[config.mk]
export PLATFORM = sky130hd
export DESIGN_NAME = sid_ctrl
export DESIGN_NICKNAME = d
export VERILOG_FILES = /design/src/rtl/core/sid_pkg.sv /design/src/rtl/core/sid_ctrl.sv
export SDC_FILE = /design/constraint.sdc
export NUM_CORES = 1
export LEC_CHECK = 0
export BUFFER_PORTS_ARGS = -buffer_cell sky130_fd_sc_hd__buf_2
export CORE_AREA = 2 2 39 41
export CTS_CLUSTER_DIAMETER = 30
export DETAILED_ROUTE_END_ITERATION = 12
export DIE_AREA = 0 0 41 43
export PLACE_DENSITY = 0.45
export SLEW_MARGIN = 30
export SYNTH_ARGS = -nofsm -noshare
export SYNTH_HDL_FRONTEND = slang
export SYNTH_SLANG_ARGS = --single-unit
[constraint.sdc]
create_clock -name clk -period 2.7 [get_ports clk]
set_input_delay 0.54 -clock clk [delete_from_list [all_inputs] [get_ports clk]]
set_output_delay 0.54 -clock clk [all_outputs]
set_load 0.005 [all_outputs]
[src/rtl/core/sid_pkg.sv]
// Shared types and constants for the sorted identifier set insert block.
`timescale 1ns / 1ps
package sid_pkg;

	localparam int ID_W  = 16;
	localparam int POS_W = 9;
	localparam int ST_W  = 2;

	localparam logic [ST_W-1:0] ST_INSERTED = 2'd0;
	localparam logic [ST_W-1:0] ST_PRESENT  = 2'd1;
	localparam logic [ST_W-1:0] ST_FULL     = 2'd2;

	// Commands from the controller to the datapath
	typedef struct packed {
		logic            load;
		logic            probe;
		logic            cmp;
		logic            shift_init;
		logic            shift;
		logic            insert;
		logic            emit;
		logic [ST_W-1:0] emit_code;
	} sid_cmd_t;

	// Status from the datapath to the controller
	typedef struct packed {
		logic search_done;
		logic hit;
		logic full;
		logic shift_done;
	} sid_stat_t;

endpackage

[src/rtl/core/sid_ctrl.sv]
// Controller state machine for search, shift and insert.
`timescale 1ns / 1ps
module sid_ctrl
	import sid_pkg::*;
(
	input  logic      clk,
	input  logic      arst_n,
	input  logic      start,
	output logic      busy,
	input  sid_stat_t stat,
	output sid_cmd_t  cmd
);

	localparam logic [2:0] S_IDLE   = 3'd0;
	localparam logic [2:0] S_PROBE  = 3'd1;
	localparam logic [2:0] S_CMP    = 3'd2;
	localparam logic [2:0] S_DECIDE = 3'd3;
	localparam logic [2:0] S_SHIFT  = 3'd4;
	localparam logic [2:0] S_INSERT = 3'd5;

	logic [2:0] state_q;
	logic [2:0] state_d;

	assign busy = (state_q != S_IDLE);

	// Sequence one transaction
	always_comb begin
		state_d = state_q;
		cmd     = '0;
		case (state_q)
			S_IDLE: begin
				if (start) begin
					cmd.load = 1'b1;
					state_d  = S_PROBE;
				end
			end
			S_PROBE: begin
				if (stat.search_done) begin
					state_d = S_DECIDE;
				end else begin
					cmd.probe = 1'b1;
					state_d   = S_CMP;
				end
			end
			S_CMP: begin
				cmd.cmp = 1'b1;
				state_d = S_PROBE;
			end
			S_DECIDE: begin
				if (stat.hit) begin
					cmd.emit      = 1'b1;
					cmd.emit_code = ST_PRESENT;
					state_d       = S_IDLE;
				end else if (stat.full) begin
					cmd.emit      = 1'b1;
					cmd.emit_code = ST_FULL;
					state_d       = S_IDLE;
				end else begin
					cmd.shift_init = 1'b1;
					state_d        = S_SHIFT;
				end
			end
			S_SHIFT: begin
				if (stat.shift_done) begin
					state_d = S_INSERT;
				end else begin
					cmd.shift = 1'b1;
				end
			end
			S_INSERT: begin
				cmd.insert    = 1'b1;
				cmd.emit      = 1'b1;
				cmd.emit_code = ST_INSERTED;
				state_d       = S_IDLE;
			end
			default: begin
				state_d = S_IDLE;
			end
		endcase
	end

	always_ff @(posedge clk or negedge arst_n) begin
		if (!arst_n) begin
			state_q <= S_IDLE;
		end else begin
			state_q <= state_d;
		end
	end

endmodule

* After elaboration in Yosys (flattened, before gate mapping) *
Cells that the tools add are included.

word-level totals
  logic and storage cells = 31
  flip-flop bits (word level) = 3
  output and inout bits = 10
  bits of input ports = 7

cells by class
  muxes and demuxes = 20
  reductions and logical operators = 3
  equality and inequality tests = 7

operator list
  operator                                        number
  2-to-1 mux 3 bit                                6
  one-hot mux 3 bit (5 select lines)              1
  2-to-1 mux 1 bit                                12
  == test 3 x 2 -> 1 bit (second input constant)  2
  == test 3 bit (second input constant)           2
  one-hot mux 3 bit (2 select lines)              1
  != test 2 bit (second input constant)           2
  == test 3 x 1 -> 1 bit (second input constant)  1
  zero test 3 bit                                 1
  nonzero test 3 bit                              1
  AND reduction 2 bit                             1

* Logic depth before layout (Yosys ltp) *
  depth after elaboration = 3
  gate-level depth with buffers = 4
  mapped depth without buffers = 3

* Least setup slack after synthesis *
OpenSTA, ideal clock, no wires.

  kind = reg2out
  start = reg state_q[2]
  end = out cmd[2] (netlist name)
  stages on the path, launching flop included = 5
  setup slack = 1.329 ns
  arrival = 0.831 ns
  required time = 2.160 ns
  path buffers = 1
  cell sequence = dfrtp_1 > buf_4 > inv_2 > o211ai_1 > a21boi_1

RTL lines
  item                    line            RTL
  start, declared         sid_ctrl.sv:21  logic [2:0] state_q;
  start signal, assigned  sid_ctrl.sv:86  state_q <= state_d;
  end, declared           sid_ctrl.sv:11  output sid_cmd_t cmd

==> impl_metrics.env <==
export IMPL_hold_path_class="primary input to asynchronous set/reset pin"
export IMPL_tns_ns=0
export IMPL_start_kind="flip-flop"
export IMPL_clock_sinks=3
export IMPL_ys_ff_latch=3
export IMPL_overflow=0
export IMPL_n_antenna_cell=0
export IMPL_yosys_warnings=0
export IMPL_r2r_start="state_q[2]"
export IMPL_grt_setup_unrepaired="false"
export IMPL_largest_reg_flops=3
export IMPL_path_class="flip-flop to output port"
export IMPL_die_y_um=43
export IMPL_hold_viol=0
export IMPL_tightest_slew_ns=0.444
export IMPL_finalPower_uw=322
export IMPL_seq_area_frac_synth_pct=30.8
export IMPL_port_buffers=16
export IMPL_fin_cells=62
export IMPL_syn_num_nets=34
export IMPL_worst_r2r_endpoint="state_q[0]"
export IMPL_p_leak_uw=0.000185
export IMPL_ir_worst_vdd_uv=359
export IMPL_synthToLayoutAreaGrowth_pct=48.7
export IMPL_clk_pin_slew_worst_paths_ns=0.04
export IMPL_cts_tree="built"
export IMPL_drive_above_1_share_pct=52.2
export IMPL_fmax_mhz=530
export IMPL_wire_per_inst_um=9.87
export IMPL_rrSetupSlack_ns=1.63
export IMPL_grt_max_degree=12
export IMPL_layout_nets=54
export IMPL_setup_slack_ns=0.812
export IMPL_core_sq_um=1380
export IMPL_cts_repair_resized=0
export IMPL_via_count=273
export IMPL_synth_edf_count=0
export IMPL_first_iter_violations=6
export IMPL_crit_path_end_kind="output port"
export IMPL_setup_viol=0
export IMPL_synthTopCellsByCount="nor2_1, dfrtp_1, nand2b_1"
export IMPL_dp_slack_ns=1.04
export IMPL_cts_setup_buffers=0
export IMPL_finClkSkew_ns=0.000736
export IMPL_synthTopCellsByArea="dfrtp_1, nor4_4, o311ai_2, nor2_1, nor4b_2"
export IMPL_yosysMostFrequentCell="nor2_1"
export IMPL_status="complete, no violations"
export IMPL_n_fill_cell=162
export IMPL_regMostFlops="state_q"
export IMPL_dp_cells=58
export IMPL_postRouteAntennaNets=0
export IMPL_io_pin_count=17
export IMPL_cts_hold_buf=0
export IMPL_async_reset_ff_share_pct=100
export IMPL_antenna_found_initial=0
export IMPL_die_w_um=41
export IMPL_hpwl_um=469
export IMPL_via_per_inst=4.40
export IMPL_cap_violations=0
export IMPL_avgSynthCellArea_sq_um=9.04
export IMPL_clock_latency_ns=0.23
export IMPL_drt_pass1_iterations=3
export IMPL_clockBufferDepth=2
export IMPL_relSlewSlack_pct=70.4
export IMPL_synth_top_area_share_pct=30.8
export IMPL_synth_ff_type="dfrtp_1"
export IMPL_r2r_cells=3
export IMPL_worst_ep_arrival_time_ns=1.35
export IMPL_grt_pass1_wl_um=1040
export IMPL_synth_distinct_cells=21
export IMPL_grt_pass1_vias=262
export IMPL_clockRootBuffer="clkbuf_4"
export IMPL_syn_inst=27
export IMPL_start_util_pct=17.6
export IMPL_routabilityCongestion=0.672
export IMPL_final_max_slew_viol_count=0
export IMPL_power_density_nw_per_um2=886
export IMPL_cts_made_buffers=3
export IMPL_min_period_ns=1.89
export IMPL_rows=14
export IMPL_synth_top_area_cell="dfrtp_1"
export IMPL_wl_um=612
export IMPL_largestRegisters="state_q x3"
export IMPL_required_ns=2.16
export IMPL_drc=0
export IMPL_htreeDepth=1
export IMPL_syn_cell_area_sq_um=244
export IMPL_die_area_sq_um=1760
export IMPL_fin_crit_sh_pct=69.9
export IMPL_grt_usage_pct=9.15
export IMPL_path_max_fanout=11
[placed cells by master (no fill, tap or decap), drive strengths merged]
master  count
and3        1
inv         2
nor3b       1
dfrtp       3
nor4        2
nor4b       1
a21o        1
and2        1
o311ai      1
o211ai      1
clkbuf      4
a21boi      1
o21ai       1
buf        16
nor3        1
nand3       1
nand2       2
nor2        4
nand2b      2
[worst max path at each step]
stage	end	from	cells after the start
global route	cmd[4]	state_q[2]	3
CTS	cmd[4]	state_q[2]	3
detailed placement	cmd[5]	stat[2]	3
finish	cmd[4]	state_q[2]	3
global placement	cmd[4]	state_q[2]	3
floorplan	cmd[2]	state_q[2]	4
[critical path, cell delays in order, from the launching register on]
cell,delay (ns)
dfrtp_1,0.60
inv_2,0.12
nor4_1,0.23
buf_2,0.16
[layer usage]
layer / vias up / wire length (um) / GRT usage, % / part of all wire, %
met5: - / 0 / 0 / 0
li1: 138 / - / - / -
met3: 0 / 64 / 6.28 / 10
met2: 13 / 288 / 12.8 / 47
met1: 122 / 258 / 9.35 / 42
met4: 0 / 0 / 6.00 / 0
[power by group]
part           total (uW)  switching, uW  internal [uW]
Sequential           98.1           35.6           62.4
Clock                78.9           23.5           55.4
Combinational         145           72.2           72.4
Total                 322            131            190
[area by class of cell]
| class | count | area (sq um) | area share, % |
|---|---|---|---|
| well taps | 16 | 20.0 | 5.52 |
| flip-flops and latches | 3 | 75.1 | 20.7 |
| clock buffers | 4 | 26.3 | 7.24 |
| multi-input cells | 21 | 154 | 42.4 |
| inverters | 2 | 7.51 | 2.07 |
| repair buffers | 16 | 80.1 | 22.1 |
[cell families after synthesis]
| logic type | synth area share [%] |
|---|---|
| compound gates | 18.0 |
| flops | 30.8 |
| buf+inv | 6.15 |
| simple gates | 45.1 |
[through the flow]
stage / area, sq um / util, % / hold slack [ns]
CTS: 363 / 26.2 / 0.0869
finish: 363 / 26.2 / 0.0946
global route: 363 / 26.2 / 0.0738
detailed placement: 337 / 24.3 / 0.341
floorplan: 244 / - / 0.244
global placement: 337 / 24.3 / 0.338
(Power assumes the default switching activity.)
