<file path="src/rtl/core/sid_pkg.sv">
// Shared types and constants for the sorted identifier set insert block.
`timescale 1ns / 1ps
package sid_pkg;

	localparam int ID_W  = 16;
	localparam int POS_W = 9;
	localparam int ST_W  = 2;

	localparam logic [ST_W-1:0] ST_INSERTED = 2'd0;
	localparam logic [ST_W-1:0] ST_PRESENT  = 2'd1;
	localparam logic [ST_W-1:0] ST_FULL     = 2'd2;

	// Commands from the controller to the datapath
	typedef struct packed {
		logic            load;
		logic            probe;
		logic            cmp;
		logic            shift_init;
		logic            shift;
		logic            insert;
		logic            emit;
		logic [ST_W-1:0] emit_code;
	} sid_cmd_t;

	// Status from the datapath to the controller
	typedef struct packed {
		logic search_done;
		logic hit;
		logic full;
		logic shift_done;
	} sid_stat_t;

endpackage

</file>
<file path="src/rtl/core/sid_ram.sv">
// Generic simple dual-port RAM with registered read.
`timescale 1ns / 1ps
module sid_ram #(
	parameter int WIDTH = 16,
	parameter int DEPTH = 256
) (
	input  logic                     clk,
	input  logic                     we,
	input  logic [$clog2(DEPTH)-1:0] waddr,
	input  logic [WIDTH-1:0]         wdata,
	input  logic [$clog2(DEPTH)-1:0] raddr,
	output logic [WIDTH-1:0]         rdata
);

	logic [WIDTH-1:0] mem [DEPTH];

	// Write one entry, read one entry
	always_ff @(posedge clk) begin
		if (we) begin
			mem[waddr] <= wdata;
		end
		rdata <= mem[raddr];
	end

endmodule

</file>
<file path="src/rtl/core/sid_dpath.sv">
// Datapath: search bounds, shift pointer, table memory and result registers.
`timescale 1ns / 1ps
module sid_dpath
	import sid_pkg::*;
#(
	parameter int TABLE_DEPTH = 256
) (
	input  logic             clk,
	input  logic             arst_n,
	input  sid_cmd_t         cmd,
	output sid_stat_t        stat,
	input  logic [ID_W-1:0]  new_id,
	output logic             done,
	output logic [POS_W-1:0] position,
	output logic [ST_W-1:0]  status,
	output logic [POS_W-1:0] fill_count
);

	localparam int AW = $clog2(TABLE_DEPTH);
	localparam int CW = $clog2(TABLE_DEPTH + 1);

	logic [ID_W-1:0]  key_q;
	logic [CW-1:0]    count_q;
	logic [CW-1:0]    lo_q;
	logic [CW-1:0]    hi_q;
	logic [CW-1:0]    mid_q;
	logic             eq_q;
	logic [CW-1:0]    idx_q;
	logic             pend_q;
	logic [AW-1:0]    wr_addr_q;
	logic [CW-1:0]    mid;
	logic [CW-1:0]    idx_dec;
	logic [CW-1:0]    fill_next;
	logic [CW+POS_W-1:0] pos_ext;
	logic [CW+POS_W-1:0] fill_ext;

	logic             ram_we;
	logic [AW-1:0]    ram_waddr;
	logic [ID_W-1:0]  ram_wdata;
	logic [AW-1:0]    ram_raddr;
	logic [ID_W-1:0]  ram_rdata;

	sid_ram #(
		.WIDTH(ID_W),
		.DEPTH(TABLE_DEPTH)
	) u_ram (
		.clk  (clk),
		.we   (ram_we),
		.waddr(ram_waddr),
		.wdata(ram_wdata),
		.raddr(ram_raddr),
		.rdata(ram_rdata)
	);

	assign mid     = lo_q + ((hi_q - lo_q) >> 1);
	assign idx_dec = idx_q - CW'(1);

	// Status toward the controller
	assign stat.search_done = (lo_q >= hi_q);
	assign stat.hit         = eq_q;
	assign stat.full        = (count_q >= CW'(TABLE_DEPTH));
	assign stat.shift_done  = (idx_q == lo_q) && !pend_q;

	// Select the read address: probe midpoint or next entry to move up
	always_comb begin
		if (cmd.probe) begin
			ram_raddr = mid[AW-1:0];
		end else begin
			ram_raddr = idx_dec[AW-1:0];
		end
	end

	// Select the write: new key on insert, moved entry during shift
	always_comb begin
		if (cmd.insert) begin
			ram_we    = 1'b1;
			ram_waddr = lo_q[AW-1:0];
			ram_wdata = key_q;
		end else begin
			ram_we    = pend_q;
			ram_waddr = wr_addr_q;
			ram_wdata = ram_rdata;
		end
	end

	// Search bounds and shift pointer
	always_ff @(posedge clk) begin
		if (cmd.load) begin
			key_q <= new_id;
			lo_q  <= '0;
			hi_q  <= count_q;
			eq_q  <= 1'b0;
		end
		if (cmd.probe) begin
			mid_q <= mid;
		end
		if (cmd.cmp) begin
			if (ram_rdata < key_q) begin
				lo_q <= mid_q + CW'(1);
			end else begin
				hi_q <= mid_q;
				eq_q <= (ram_rdata == key_q);
			end
		end
		if (cmd.shift_init) begin
			idx_q <= count_q;
		end
		if (cmd.shift && (idx_q > lo_q)) begin
			idx_q     <= idx_dec;
			wr_addr_q <= idx_q[AW-1:0];
		end
	end

	// Track a read in flight that must land one place higher
	always_ff @(posedge clk or negedge arst_n) begin
		if (!arst_n) begin
			pend_q <= 1'b0;
		end else if (cmd.shift_init) begin
			pend_q <= 1'b0;
		end else if (cmd.shift) begin
			pend_q <= (idx_q > lo_q);
		end
	end

	// Count valid entries
	always_ff @(posedge clk or negedge arst_n) begin
		if (!arst_n) begin
			count_q <= '0;
		end else if (cmd.insert) begin
			count_q <= count_q + CW'(1);
		end
	end

	assign fill_next = cmd.insert ? (count_q + CW'(1)) : count_q;
	assign pos_ext   = {{POS_W{1'b0}}, lo_q};
	assign fill_ext  = {{POS_W{1'b0}}, fill_next};

	// Register the result with its strobe; the result is held until the next emit
	always_ff @(posedge clk or negedge arst_n) begin
		if (!arst_n) begin
			done <= 1'b0;
		end else begin
			done <= cmd.emit;
		end
	end

	always_ff @(posedge clk) begin
		if (cmd.emit) begin
			position   <= pos_ext[POS_W-1:0];
			status     <= cmd.emit_code;
			fill_count <= fill_ext[POS_W-1:0];
		end
	end

endmodule

</file>
<file path="config.mk">
export PLATFORM = sky130hd
export DESIGN_NAME = sid_dpath
export DESIGN_NICKNAME = d
export VERILOG_FILES = /design/src/rtl/core/sid_pkg.sv /design/src/rtl/core/sid_ram.sv /design/src/rtl/core/sid_dpath.sv
export SDC_FILE = /design/constraint.sdc
export NUM_CORES = 2
export LEC_CHECK = 0
export BUFFER_PORTS_ARGS = -buffer_cell sky130_fd_sc_hd__buf_2
export CORE_UTILIZATION = 57
export CTS_CLUSTER_SIZE = 30
export DETAILED_ROUTE_END_ITERATION = 6
export PLACE_DENSITY = 0.76
export SETUP_SLACK_MARGIN = 0.02
export SYNTH_ARGS = -nofsm -noshare
export SYNTH_HDL_FRONTEND = slang
export SYNTH_HIERARCHICAL = 1
export SYNTH_SLANG_ARGS = --single-unit
</file>
<file path="constraint.sdc">
create_clock -name clk -period 13.2 [get_ports clk]
set_input_delay 0.66 -clock clk [delete_from_list [all_inputs] [get_ports clk]]
set_output_delay 0.66 -clock clk [all_outputs]
set_load 0.02 [all_outputs]
</file>
=== Word-level counts from Yosys, hierarchy flattened ===
Memory sizes are Yosys's and may differ from the RTL's. A register that Yosys moved wholly into a read port is not among the register bits.
Cells that the tools add are included.

* Add/sub/neg operators: 5
* Reduce and logical (&&, ||, !) cells: 5
* Eq/ne operators: 2
* Muxes and demuxes: 20
* $lt $le $gt $ge: 4

{| class="wikitable"
|+ Operators with widths
! kind !! count
|-
| 2-to-1 mux 9 bit || 9
|-
| adder 9 x 1 -> 9 bit (second input constant) || 2
|-
| equality test 16 bit || 1
|-
| < comparator 16 bit || 1
|-
| 2-to-1 mux 16 bit || 1
|-
| 2-to-1 mux 8 bit || 2
|-
| adder 9 x 8 -> 9 bit || 1
|-
| equality test 9 bit || 1
|-
| greater-or-equal comparator 9 bit || 1
|-
| greater-or-equal comparator 9 bit (second input constant) || 1
|-
| greater-than comparator 9 bit || 1
|-
| subtractor 9 x 1 -> 9 bit (second input constant) || 1
|-
| subtractor 9 bit || 1
|-
| 2-to-1 mux 1 bit || 8
|-
| nonzero test 2 bit || 2
|-
| logical AND 1 bit || 2
|-
| zero test 1 bit || 1
|}

* Register bits after elaboration: 92
* Memories: 1
* Input port bits: 27
* Word-level logic and storage cells: 50
* Memory bits (writable): 4,096

{| class="wikitable"
|+ Memory list
! memory !! words !! width !! rd ports !! clocked after Yosys merged registers in !! write ports !! line !! source
|-
| u_ram.mem || 256 || 16 || 1 || 1 || 1 || sid_ram.sv:15 || <nowiki>logic [WIDTH-1:0] mem [DEPTH];</nowiki>
|}

=== Depth between registers and ports, before layout ===
* Depth after elaboration: 3
* Gate-level depth with buffers: 23
* Depth with buffers taken out: 20

=== By module ===
The synthesis kept the hierarchy.

{| class="wikitable"
|+ By module, submodules not included
! module !! area an instance (um^2) !! sequential area each (um^2) !! instances !! cells each
|-
| sid_ram || 158,714.7 || 123,318.3 || 1 || 7,360
|-
| sid_dpath || 5,256.3 || 2,517.4 || 1 || 447
|}

=== Least setup slack after synthesis ===
No wires, ideal clock.

* Kind: input-to-reg
* From: input cmd[3] (netlist bit)
* To: memory u_ram.mem[0][0], data pin
* Required time: 11,010 ps
* Slack: 60 ps
* Arrival: 10,950 ps
* Path buffers: 2
* Stages: 3
* Path through: clkbuf_1 > clkbuf_1 > o21ai_0

* Longest elaborated chain between the ends: 1

{| class="wikitable"
|+ RTL lines
! what !! line !! source
|-
| start: declaration || sid_dpath.sv:10 || <nowiki>input sid_cmd_t cmd,</nowiki>
|-
| 2-to-1 mux 16 bit || sid_dpath.sv:75 || <nowiki>if (cmd.insert) begin</nowiki>
|-
| named net ram_wdata[0] || sid_dpath.sv:39 || <nowiki>logic [ID_W-1:0] ram_wdata;</nowiki>
|-
| end: declaration || sid_ram.sv:15 ||
|}

The timed path passes the listed nets, and every way through them passes these cells.

=== Worst setup path after layout ===
* From: register lo_q[0]
* To: register u_ram.rdata[0], read port of u_ram.mem

* Longest elaborated chain between the ends: 3

{| class="wikitable"
|+ RTL lines
! what !! line !! source
|-
| start: declaration || sid_dpath.sv:24 || <nowiki>logic [CW-1:0] lo_q;</nowiki>
|-
| start signal: assignment || sid_dpath.sv:99 || <nowiki>lo_q <= mid_q + CW'(1);</nowiki>
|-
| subtractor 9 bit || sid_dpath.sv:55 || <nowiki>assign mid = lo_q + ((hi_q - lo_q) >> 1);</nowiki>
|-
| adder 9 x 8 -> 9 bit * || sid_dpath.sv:55 ||
|-
| 2-to-1 mux 8 bit * || sid_dpath.sv:66 || <nowiki>if (cmd.probe) begin</nowiki>
|-
| named net ram_raddr[1] || sid_dpath.sv:40 || <nowiki>logic [AW-1:0] ram_raddr;</nowiki>
|-
| end: declaration || sid_ram.sv:12 || <nowiki>output logic [WIDTH-1:0] rdata</nowiki>
|}

Mark *: on every way through the listed nets, which the timed path passes. The rest lies on a longest branch.
A chain may end at the register's enable or synchronous reset.

==> results.txt <==
* Final setup violation count: 0
- Top cells by area, synth: sky130_fd_sc_hd__edfxtp_1 (76%), sky130_fd_sc_hd__mux4_2 (11%), sky130_fd_sc_hd__mux2i_1 (3.5%)
- Insertion delay to the later sink of the worst-skew pair: 990 ps
- The flow ran to the end, but the final reports show violations.
* Weighted congestion at the end of routability-driven global placement: 0.938
- Synthesis Warnings: 6
- Core Footprint: 286000 um^2
- Overall die height: 538 um
- Drc violations: 0
- The detailed router finished its first iteration with 12823 violations.
* Violations in the final reports: max-capacitance violations
* Clock tree from TritonCTS: yes
* Area growth syn-to-layout: 11.5%
* Worst hold margin: 61.7 ps
- Entering global routing, the biggest net connects 174 pins.
* Worst Path Arrival: 8250 ps
- The number of nets in the synthesized netlist is 7883.
* Final Critical Period: 7460 ps
* Flip-flop and latch count after synthesis: 4204
- The cell area that synthesis handed to floorplanning was 164000 um^2.
- Hold-fix buffer count after cts: 15
- Relative slew margins: 0.122%
- The floorplan step defined a die boundary enclosing 290000 um^2.
* Number of hold-slack violations in the final timing report: 0
- The initial antenna violation count is 22.
- Counting every instance in the synthesized netlist gives 7807.
- Yosys top cell area share: 76.1%
* Routed wire length per instance: 34.7 um
- Ports placed on the boundary: 52
- STA classifies the critical path startpoint as a flip-flop.
- Total number of H-tree levels: 5
- In this run the tool buffered the top-level ports with 51 buffer cells.
- Yosys mapped a number of flops with a built-in enable equal to 4158.
* Vias in the first global route: 83771
- Once layout is complete, the cells apart from fillers number 12283.
- The first TritonRoute pass finished after 7 iterations.
- The share of the Yosys chip area taken by registers is 76.7%.
- For this run, asynchronously set or reset flops after synthesis account for 0.262%.
- Once the clock tree was built, the resizer swapped 0 gates to a different size.
- Tightest Pin Transition: 1500 ps
- The number of max-slew violations in the final report came to 0.
- Initial cell density of the core: 57.4%
- STA classifies the critical path endpoint as a flip-flop.
- The first global-routing pass estimated 607000 um of wire.
- Setup TNS: 0 ps
* Dpl hpwl: 242000 um
- For this run, the post-layout net count is 8243.
* Most common cell in the synthesized netlist: sky130_fd_sc_hd__edfxtp_1
- DIE WIDTH: 538 um
- In the final layout, the share of cells above drive strength 1 is 23.9%.
* Row Count: 196
- Maximum buffer depth of the clock tree: 4
* Most area-hungry cell type in the Yosys netlist: sky130_fd_sc_hd__edfxtp_1
- In this run, CTS created clock tree buffers numbering 406.
- DP Cell Count: 11505
* Max Clock Skew: 68.8 ps
- After clock tree synthesis, the clock-pin slew on the worst setup and hold paths is 60 ps.
- Largest driver fanout on the critical path: 128
* Number of clock sinks seen by CTS: 4204
- Derived from the worst setup path, the maximum achievable clock frequency is 134 MHz.
- After synthesis, the mean cell area works out to 21.0 um^2.
- The setup path with the least slack is of type flip-flop to flip-flop.
* Number of buffers inserted by post-CTS setup repair: 0
- CTS placed an instance of sky130_fd_sc_hd__clkbuf_16 at the clock tree root.
- Global Route Usage Sum: 29.3%
- Total of fill cells in the finished design: 17866
- Total via count after detailed routing: 85122
* Most used flip-flop cell after synthesis: sky130_fd_sc_hd__edfxtp_1
- Using the TritonRoute via totals, the vias-per-cell ratio works out to 6.93.
- Max-cap violations in this run came to 1.
- The final critical path takes up 56.5% of the cycle.
- The count of nets left with antenna violations once routing finished came out at 0.
- Type of the tightest min-delay check: input port to flip-flop
- The total overflow left after global routing is 0.
* Distinct cell type count of the synthesized netlist: 71
- Total detailed-routing wirelength: 427000 um
- List of most frequent post-synthesis cells: sky130_fd_sc_hd__edfxtp_1 (4158), sky130_fd_sc_hd__mux4_2 (797), sky130_fd_sc_hd__mux2i_1 (579)
- Data required, critical path: 14000 ps
- Setup repair after global routing left no endpoint under its margin.
[placed cells by master, fill, tap and decap left out, drive strengths merged, types with 20 or more instances in the layout]
cell / netlist / final
nor4: 21 / 21
clkbuf: 239 / 484
mux2i: 579 / 579
a22o: 32 / 32
clkinv: 0 / 209
ha: 47 / 47
nand4: 34 / 34
buf: 225 / 401
o221ai: 253 / 253
nor2: 324 / 324
mux2: 140 / 140
edfxtp: 4158 / 4158
nor3: 97 / 97
mux4: 797 / 797
nand2: 63 / 63
a211oi: 20 / 20
nand3: 48 / 48
a22oi: 43 / 43
a221oi: 28 / 28
o32ai: 22 / 22
dfxtp: 35 / 35
xnor2: 21 / 21
o22ai: 148 / 148
a21oi: 188 / 188
o21ai: 56 / 56
inv: 44 / 54
bufinv: 0 / 31
[area by class of cell]
type | count | area [um^2] | share of cell area [%]
Sequential cell | 4204 | 126000 | 68.8
Multi-Input combinational cell | 3095 | 35800 | 19.6
Clock buffer | 484 | 10600 | 5.82
Tap cell | 3762 | 4710 | 2.57
Timing Repair Buffer | 416 | 3230 | 1.77
Clock inverter | 267 | 2470 | 1.35
Inverter | 44 | 178 | 0.0971
Antenna cell | 11 | 27.5 | 0.0151
[metal layers]
metal | GRT usage [%] | share of wire, % | vias up
li1 | - | - | 33589
met2 | 44.8 | 47 | 6439
met1 | 39.5 | 35 | 43921
met5 | 0 | 0.038 | -
met3 | 7.12 | 13 | 1147
met4 | 14.9 | 5.7 | 26
[cell families (layout without fill, tap and decap cells)]
family / Yosys count / count (layout) / share of synthesized area (%)
other: 0 / 11 / 0
DFF: 4204 / 4204 / 76.7
adders and majority gates: 49 / 49 / 0.383
AOI/OAI and AO/OA: 839 / 839 / 3.63
and+or+nand+nor: 659 / 659 / 1.86
muxes: 1516 / 1516 / 15.4
xor gates and xnor gates: 32 / 32 / 0.171
buffers and inverters: 508 / 1211 / 1.76
[worst max-delay path, stage by stage (launching register included)]
cell and delay [ps]:
sky130_fd_sc_hd__dfxtp_1 450, sky130_fd_sc_hd__ha_1 230, sky130_fd_sc_hd__fa_1 440, sky130_fd_sc_hd__inv_1 90, sky130_fd_sc_hd__ha_1 190, sky130_fd_sc_hd__inv_1 70, sky130_fd_sc_hd__fa_1 500, sky130_fd_sc_hd__mux2i_4 210
sky130_fd_sc_hd__buf_12 360, sky130_fd_sc_hd__buf_12 680, sky130_fd_sc_hd__buf_4 910, sky130_fd_sc_hd__buf_4 810, sky130_fd_sc_hd__mux4_2 410, sky130_fd_sc_hd__mux4_2 560, sky130_fd_sc_hd__a22o_1 390, sky130_fd_sc_hd__o32ai_1 570
sky130_fd_sc_hd__nor4_1 190
[worst paths after layout]
path | endpoint | slack [ps] | depth (start not counted) | start
min in group asynchronous | count_q[5] | 100 | 2 | arst_n
max | u_ram/rdata[0] | 5740 | 16 | lo_q[0]
min reg2reg | position[8] | 510 | 0 | lo_q[8]
min | key_q[13] | 60 | 1 | new_id[13]
max reg2reg | u_ram/rdata[0] | 5740 | 16 | lo_q[0]
max in group asynchronous | count_q[8] | 12870 | 2 | arst_n
[flip-flops by register name, indices dropped and copies added, names as in the netlist]
signal       count
done             1
status           2
mid_q            9
fill_count       9
u_ram/mem     4096
key_q           16
u_ram/rdata     16
wr_addr_q        8
hi_q             9
lo_q             9
pend_q           1
eq_q             1
count_q          9
idx_q            9
position         9
[through the flow]
step / area, um^2 / utilization [%] / setup slack (ps)
after CTS: 183000 / 64.0 / 5810
after detailed placement: 170000 / 59.4 / 5830
after global placement: 170000 / 59.4 / 5850
final: 183000 / 64.0 / 5740
after floorplan: 164000 / - / 60.5
after global routing: 183000 / 64.0 / 5600
Power is not shown: default switching activity piles up to over one toggle a cycle in this logic, so the estimate is an artifact.
